`config.mk`:
```
export PLATFORM = sky130hd
export DESIGN_NAME = keyed_record_table
export DESIGN_NICKNAME = d
export VERILOG_FILES = /design/src/rtl/krt_pkg.sv /design/src/rtl/krt_cell.sv /design/src/rtl/krt_chain.sv /design/src/rtl/keyed_record_table.sv
export SDC_FILE = /design/constraint.sdc
export NUM_CORES = 2
export LEC_CHECK = 0
export BUFFER_PORTS_ARGS = -buffer_cell sky130_fd_sc_hd__buf_4
export CAP_MARGIN = 15
export CORE_MARGIN = 2
export CORE_UTILIZATION = 52
export DETAILED_ROUTE_END_ITERATION = 10
export PLACE_DENSITY = 0.67
export SLEW_MARGIN = 40
export SYNTH_ARGS = -nofsm -noshare
export SYNTH_HDL_FRONTEND = slang
export SYNTH_SLANG_ARGS = --single-unit
```
`constraint.sdc`:
```
create_clock -name clock -period 22.2 [get_ports clock]
set_input_delay 1.11 -clock clock [delete_from_list [all_inputs] [get_ports clock]]
set_output_delay 1.11 -clock clock [all_outputs]
set_load 0.02 [all_outputs]
```
`src/rtl/krt_pkg.sv`:
```
// Shared types, sizes and codes of the keyed record table.
package krt_pkg;

   localparam int DEPTH      = 64;
   localparam int NAME_CHARS = 8;

   localparam int IDX_W     = (DEPTH > 1) ? $clog2(DEPTH) : 1;
   localparam int FILL_W    = $clog2(DEPTH + 1);
   localparam int NAME_BITS = NAME_CHARS * 8;
   localparam int OCC_W     = 7;

   localparam logic [63:0] NAME_MASK =
      (NAME_BITS >= 64) ? {64{1'b1}} : ((64'd1 << NAME_BITS) - 64'd1);

   // Request kinds carried in req_tuser.
   localparam logic [2:0] REQ_ADD    = 3'd0;
   localparam logic [2:0] REQ_DELETE = 3'd1;
   localparam logic [2:0] REQ_UPDATE = 3'd2;
   localparam logic [2:0] REQ_SEARCH = 3'd3;
   localparam logic [2:0] REQ_LIST   = 3'd4;

   // Result status carried in rsp_tuser.
   localparam logic [1:0] ST_OK        = 2'd0;
   localparam logic [1:0] ST_FULL      = 2'd1;
   localparam logic [1:0] ST_NOT_FOUND = 2'd2;
   localparam logic [1:0] ST_EMPTY     = 2'd3;

   typedef struct packed {
      logic [31:0] amount;
      logic [63:0] name;
      logic [31:0] key;
   } record_type;

   typedef struct packed {
      logic             rotate;
      logic             compact;
      logic [IDX_W-1:0] gap_idx;
   } chain_ctl_type;

   typedef enum logic [3:0] {
      S_IDLE  = 4'b0001,
      S_WALK  = 4'b0010,
      S_SHIFT = 4'b0100,
      S_DONE  = 4'b1000
   } state_type;

endpackage

```
`src/rtl/krt_cell.sv`:
```
// One storage cell of the record chain: holds a record and loads its neighbor's.
module krt_cell import krt_pkg::*; (
   input  logic       clock,
   input  logic       move,
   input  record_type rec_in,
   output record_type rec_out
);

   record_type rec_ff;
   record_type rec_next_in;

   always_comb begin
      rec_next_in = move ? rec_in : rec_ff;
   end

   always_ff @(posedge clock) begin
      rec_ff <= rec_next_in;
   end

   assign rec_out = rec_ff;

endmodule

```
`src/rtl/krt_chain.sv`:
```
// Row of record cells that rotates toward cell 0 and closes gaps on delete.
module krt_chain import krt_pkg::*; (
   input  logic          clock,
   input  chain_ctl_type ctl,
   input  record_type    tail_in,
   output record_type    head
);

   record_type       rec  [DEPTH];
   record_type       din  [DEPTH];
   logic [DEPTH-1:0] mv;

   for (genvar p = 0; p < DEPTH; p++) begin : g_cell
      if (p == DEPTH - 1) begin : g_tail
         // The last cell keeps its stale record when a gap is closed.
         assign din[p] = tail_in;
         assign mv[p]  = ctl.rotate;
      end else begin : g_mid
         assign din[p] = rec[p+1];
         assign mv[p]  = ctl.rotate | (ctl.compact && (IDX_W'(p) >= ctl.gap_idx));
      end
      krt_cell u_cell (
         .clock   (clock),
         .move    (mv[p]),
         .rec_in  (din[p]),
         .rec_out (rec[p])
      );
   end

   assign head = rec[0];

endmodule

```
`src/rtl/keyed_record_table.sv`:
```
// Top level of the keyed record table: request control, fill count and result register.
//
//  Channel | Direction | tdata (low bit up)                          | tuser    | tlast
//  req     | in        | key, name_tag, amount                       | req_type | -
//  rsp     | out       | rec_key, rec_name, rec_amount, occupancy    | status   | last
//
// Add, update and search walk one step per cell as the chain rotates a full turn
// past cell 0, then register the result. A delete that finds its key then closes
// the gap. A full add, an empty list and an unknown request go straight to the
// result. A list gives one result per walk step over the stored records and
// holds the walk while the result register is full.
// Reset is synchronous and clears the fill count, the state and rsp_tvalid.
module keyed_record_table import krt_pkg::*; (
   input  logic         clock,
   input  logic         reset,
   input  logic         req_tvalid,
   output logic         req_tready,
   input  logic [127:0] req_tdata,   // key, name_tag, amount
   input  logic [2:0]   req_tuser,   // req_type
   output logic         rsp_tvalid,
   input  logic         rsp_tready,
   output logic [135:0] rsp_tdata,   // rec_key, rec_name, rec_amount, occupancy, zero pad
   output logic [1:0]   rsp_tuser,   // status
   output logic         rsp_tlast    // last
);

   state_type        state_ff, state_in;
   logic [2:0]       op_ff, op_in;
   record_type       req_ff, req_in;
   logic [IDX_W-1:0] step_ff, step_in;
   logic             found_ff, found_in;
   logic [IDX_W-1:0] gap_ff, gap_in;
   logic [1:0]       status_ff, status_in;
   record_type       res_ff, res_in;
   logic [FILL_W-1:0] fill_ff, fill_in;

   logic             rsp_valid_ff, rsp_valid_in;
   logic [1:0]       rsp_status_ff, rsp_status_in;
   record_type       rsp_rec_ff, rsp_rec_in;
   logic [OCC_W-1:0] rsp_occ_ff, rsp_occ_in;
   logic             rsp_last_ff, rsp_last_in;

   record_type    head;
   record_type    tail_in;
   chain_ctl_type chain_ctl;

   logic accept;
   logic in_range;
   logic hit;
   logic found_now;
   logic out_free;
   logic list_emit;
   logic advance;
   logic last_step;
   logic full;

   krt_chain u_chain (
      .clock   (clock),
      .ctl     (chain_ctl),
      .tail_in (tail_in),
      .head    (head)
   );

   always_comb begin
      accept    = req_tvalid && (state_ff == S_IDLE);
      full      = (fill_ff >= FILL_W'(DEPTH));
      in_range  = (FILL_W'(step_ff) < fill_ff);
      hit       = (state_ff == S_WALK) && in_range && (head.key == req_ff.key) && !found_ff;
      found_now = found_ff | hit;
      out_free  = !rsp_valid_ff || rsp_tready;
      list_emit = (state_ff == S_WALK) && (op_ff == REQ_LIST) && in_range;
      advance   = (state_ff == S_WALK) && (!list_emit || out_free);
      last_step = (step_ff == IDX_W'(DEPTH - 1));

      // The record leaving cell 0 re-enters at the tail, changed where the request says.
      tail_in = head;
      if (op_ff == REQ_ADD && FILL_W'(step_ff) == fill_ff) begin
         tail_in = req_ff;
      end else if (op_ff == REQ_UPDATE && hit) begin
         tail_in.name   = req_ff.name;
         tail_in.amount = req_ff.amount;
      end

      chain_ctl.rotate  = advance;
      chain_ctl.compact = (state_ff == S_SHIFT);
      chain_ctl.gap_idx = gap_ff;

      state_in  = state_ff;
      op_in     = op_ff;
      req_in    = req_ff;
      step_in   = step_ff;
      found_in  = found_ff;
      gap_in    = gap_ff;
      status_in = status_ff;
      res_in    = res_ff;
      fill_in   = fill_ff;

      rsp_valid_in  = rsp_valid_ff && !rsp_tready;
      rsp_status_in = rsp_status_ff;
      rsp_rec_in    = rsp_rec_ff;
      rsp_occ_in    = rsp_occ_ff;
      rsp_last_in   = rsp_last_ff;

      unique case (state_ff)
         S_IDLE: begin
            if (accept) begin
               op_in      = req_tuser;
               req_in.key = req_tdata[31:0];
               req_in.name = req_tdata[95:32] & NAME_MASK;
               req_in.amount = req_tdata[127:96];
               step_in    = '0;
               found_in   = 1'b0;
               res_in     = '0;
               status_in  = ST_OK;
               state_in   = S_WALK;
               unique case (req_tuser)
                  REQ_ADD: begin
                     if (full) begin
                        status_in = ST_FULL;
                        state_in  = S_DONE;
                     end
                  end
                  REQ_DELETE, REQ_UPDATE, REQ_SEARCH: begin
                     state_in = S_WALK;
                  end
                  REQ_LIST: begin
                     if (fill_ff == '0) begin
                        status_in = ST_EMPTY;
                        state_in  = S_DONE;
                     end
                  end
                  default: begin
                     state_in = S_DONE;
                  end
               endcase
            end
         end
         S_WALK: begin
            if (list_emit && out_free) begin
               rsp_valid_in  = 1'b1;
               rsp_status_in = ST_OK;
               rsp_rec_in    = head;
               rsp_occ_in    = OCC_W'(fill_ff);
               rsp_last_in   = (FILL_W'(step_ff) + FILL_W'(1) == fill_ff);
            end
            if (advance) begin
               step_in = step_ff + IDX_W'(1);
               if (hit) begin
                  found_in = 1'b1;
                  gap_in   = step_ff;
                  if (op_ff == REQ_SEARCH) begin
                     res_in = head;
                  end
               end
               if (last_step) begin
                  state_in  = S_DONE;
                  status_in = found_now ? ST_OK : ST_NOT_FOUND;
                  unique case (op_ff)
                     REQ_ADD: begin
                        fill_in   = fill_ff + FILL_W'(1);
                        status_in = ST_OK;
                     end
                     REQ_DELETE: begin
                        if (found_now) begin
                           state_in = S_SHIFT;
                        end
                     end
                     REQ_LIST: begin
                        state_in = S_IDLE;
                     end
                     default: begin
                        state_in = S_DONE;
                     end
                  endcase
               end
            end
         end
         S_SHIFT: begin
            fill_in   = fill_ff - FILL_W'(1);
            status_in = ST_OK;
            state_in  = S_DONE;
         end
         S_DONE: begin
            if (out_free) begin
               rsp_valid_in  = 1'b1;
               rsp_status_in = status_ff;
               rsp_rec_in    = res_ff;
               rsp_occ_in    = OCC_W'(fill_ff);
               rsp_last_in   = 1'b1;
               state_in      = S_IDLE;
            end
         end
         default: begin
            state_in = S_IDLE;
         end
      endcase
   end

   always_ff @(posedge clock) begin
      if (reset) begin
         state_ff     <= S_IDLE;
         fill_ff      <= '0;
         rsp_valid_ff <= 1'b0;
      end else begin
         state_ff     <= state_in;
         fill_ff      <= fill_in;
         rsp_valid_ff <= rsp_valid_in;
      end
   end

   always_ff @(posedge clock) begin
      op_ff         <= op_in;
      req_ff        <= req_in;
      step_ff       <= step_in;
      found_ff      <= found_in;
      gap_ff        <= gap_in;
      status_ff     <= status_in;
      res_ff        <= res_in;
      rsp_status_ff <= rsp_status_in;
      rsp_rec_ff    <= rsp_rec_in;
      rsp_occ_ff    <= rsp_occ_in;
      rsp_last_ff   <= rsp_last_in;
   end

   assign req_tready = (state_ff == S_IDLE);
   assign rsp_tvalid = rsp_valid_ff;
   assign rsp_tuser  = rsp_status_ff;
   assign rsp_tlast  = rsp_last_ff;
   assign rsp_tdata  = {1'b0, rsp_occ_ff, rsp_rec_ff.amount, rsp_rec_ff.name, rsp_rec_ff.key};

endmodule

```
==> metrics <==
H-tree depth 6; # rows 262; share of flip-flops with an asynchronous set or reset 0; total gr overflow 0; Post-CTS Resized 0; worst clock skew 0.06595 ns; Peak VDD IR 0.09425 mV; clock-pin slew of the registers on the worst-case setup and hold paths 0.06 ns; Initial DRC Count 12400; Root Driver clkbuf_16; CTS Buffer Depth 4; Die ar. 515100 um^2; register area share after synthesis 0.9764; Startpoint Class flip-flop; clock sink count 8616; RSZ-0062 raised after global routing no; worst-case reg-to-reg path depth 8; Fin Setup TNS 0 ns; initial antenna violation count 116; Max FO, Critical Path 74; vias in the first global route 88000; worst min path class in2reg; DRC viols 0; Distinct cells, synth 54; Ports 276; cts hold-fix bufs 0; first-pass GRT wire length 671300 um; P_leak 94.76 nW; net count after synthesis 9564; hpwl dp 298500 um; Mapped Area 264900 um^2; Starting Density 0.5213; gpl congestion 0.9155; Worst Path Required 22.89 ns; critical path cell sequence or4b_1, inv_4, nand2b_4, inv_6, nor2_1, a31oi_4, buf_4, buf_6; synth top area cells edfxtp_1 (98%), mux2_2 (0.92%), and2_1 (0.32%); number of nets in the layout 10700; Worst-Skew Late Latency 1.09 ns; top-area cell type share of the netlist area 0.9755; Placed Cells 16490; power per cell area 104.2 nW/um^2; CTS tree done; Final Hold Viols 0; width of the die 717.7 um; Post-Syn Instances 9416; GRT Overall Usage 0.1833; Post-Route WL 477700 um; DRT Pass-1 Iters 6; Tcrit/Tclk final 0.2411; achievable frequency 186.9 MHz; Finished Layout Cells 17960; Post-CTS Setup Bufs 0; max cap viols 0; Slew Limit Fails 0; status finished, final reports clean; Relative slew margins 0.4099; TritonCTS buffer count 778; Core Area 508100 um^2; port bufs 274; Syn Area/Cell 28.13 um^2; WL per Instance 26.59 um; # setup viols final 0; CP Data Arrival Time 6.04 ns; flip-flop and latch count after synthesis 8616; crit end category flip-flop; die height 717.7 um; EDFF count, synth 8604; fin crit period 5.351 ns; Final ANT Viol Nets 0; number of vias per cell 5.210; worst slew pin tran 0.8759 ns; kind of critical path reg2reg; vias 93590; hold path cells 1; Crit path largest cell delay 0.84 ns; Synth area leader edfxtp_1; slowest CP cell or4b_1; synthesis warning total 0; largest net degree at the start of global routing 129; ys flop type edfxtp_1; Syn-to-layout area delta 14.06%; fraction of layout cells with a size suffix above 1 0.1643
-- logic make-up after synthesis --
logic type,Yosys count,share of synthesized area
muxes,258,0.01153
adders and majority gates,13,0.0006425
xor gates and xnor gates,43,0.001422
AOI/OAI and AO/OA,103,0.002338
and+or+nand+nor,293,0.006188
DFF,8616,0.9764
other,1,0.00001416
buffers and inverters,89,0.001469
-- registers in the layout (all words and copies together) (netlist names), 6 cells and up --
register / count
req_ff: 128
rsp_occ_ff: 7
res_ff: 128
gap_ff: 6
u_chain.g_cell.u_cell.rec_out: 8192
step_ff: 6
rsp_tdata: 128
fill_ff: 7
-- per-layer routing --
layer | track usage | wire [um] | up-vias
met2 | 0.2314 | 188600 | 4583
met4 | 0.04004 | 9446 | 26
met5 | 0 | 179 | -
met1 | 0.3074 | 221300 | 47810
met3 | 0.06154 | 58180 | 636
li1 | - | - | 40540
-- critical path, delay by kind of cell, from the launching register on --
| kind | cells | cell delay, ns |
|---|---|---|
| AOI/OAI and AO/OA | 1 | 0.61 |
| buffers and inverters | 4 | 2.30 |
| DFF | 1 | 0.37 |
| and+or+nand+nor | 3 | 1.54 |
-- per-stage QoR --
stage | total power (W) | setup slack, ns | instance area (um^2) | utilization | hold slack [ns]
after floorplan | 0.01883 | 5.713 | 264900 | - | 0.4003
after global placement | 0.01894 | 16.54 | 276600 | 0.5445 | 0.4007
after detailed placement | 0.01895 | 16.58 | 276900 | 0.5450 | 0.4045
after CTS | 0.03177 | 16.50 | 301700 | 0.5937 | 0.07399
after global routing | 0.03244 | 16.47 | 302100 | 0.5945 | 0.1147
final | 0.03148 | 16.85 | 302100 | 0.5946 | 0.1923
-- area by class of cell --
cell class | instances | area (um^2)
sequential | 8616 | 258600
fill | 33710 | 206000
clock buffer | 955 | 20490
tap | 6732 | 8423
multi-input combinational | 711 | 6524
clock inverter | 480 | 4254
timing repair buffer | 420 | 3625
inverter | 24 | 117.6
antenna | 26 | 65.06
-- path summary, 6_finish.rpt --
kind                                                            start                                    end  slack [ns]
worst min-delay path                                    req_tdata[70]                             req_ff[70]        0.19
worst max-delay path                                      state_ff[2]  u_chain.g_cell[50].u_cell.rec_out[99]       16.85
worst max register to register                            state_ff[2]  u_chain.g_cell[50].u_cell.rec_out[99]       16.85
worst min register to register  u_chain.g_cell[33].u_cell.rec_out[33]  u_chain.g_cell[32].u_cell.rec_out[33]        0.38
-- layout by cell type (no fill, tap or decap), drive strengths merged, types with 3 or more instances in the layout --
cell | synthesis | routed
nand3 | 10 | 10
o31ai | 7 | 7
clkinv | 2 | 361
nor2 | 37 | 37
diode | 0 | 26
nor3b | 3 | 3
clkinvlp | 0 | 24
o21a | 3 | 3
clkbuf | 48 | 958
nor4 | 4 | 4
and2 | 134 | 134
nand4 | 8 | 8
nor3 | 14 | 14
edfxtp | 8604 | 8604
mux2 | 257 | 257
nor2b | 12 | 12
o41ai | 5 | 5
xnor2 | 38 | 38
bufinv | 0 | 65
inv | 22 | 54
a21oi | 28 | 28
dfxtp | 12 | 12
buf | 17 | 417
ha | 12 | 12
o21ai | 40 | 40
and3 | 3 | 3
xor2 | 5 | 5
nand3b | 4 | 4
a211oi | 5 | 5
nand2 | 45 | 45
nand2b | 6 | 6
or3 | 3 | 3
-- synth_stat cells, types with 2 or more instances --
master,instances
a211oi_1,5
a21o_1,2
a21oi_1,27
a311o_1,2
a31oi_1,2
and2_1,134
and3_1,3
and4b_1,2
buf_2,11
buf_6,5
clkbuf_1,48
clkinv_1,2
dfxtp_1,12
edfxtp_1,8604
ha_1,12
inv_1,22
mux2_2,217
mux2_4,40
nand2_1,45
nand2b_1,6
nand3_1,10
nand3b_1,4
nand4_1,8
nand4b_1,2
nor2_1,37
nor2b_1,12
nor3_1,13
nor3b_1,3
nor4_1,4
o211ai_1,2
o21a_1,3
o21ai_0,40
o31a_1,2
o31ai_1,7
o41ai_1,5
or3_1,3
or3b_2,2
xnor2_1,38
xor2_1,5
-- power by group --
group,switching (W),leakage (nW),internal (W)
Combinational,0.000261,4.83,0.0000671
Sequential,0.000149,77.8,0.0181
Clock,0.00554,12.1,0.00732
Power figures use the tool's default switching activity.
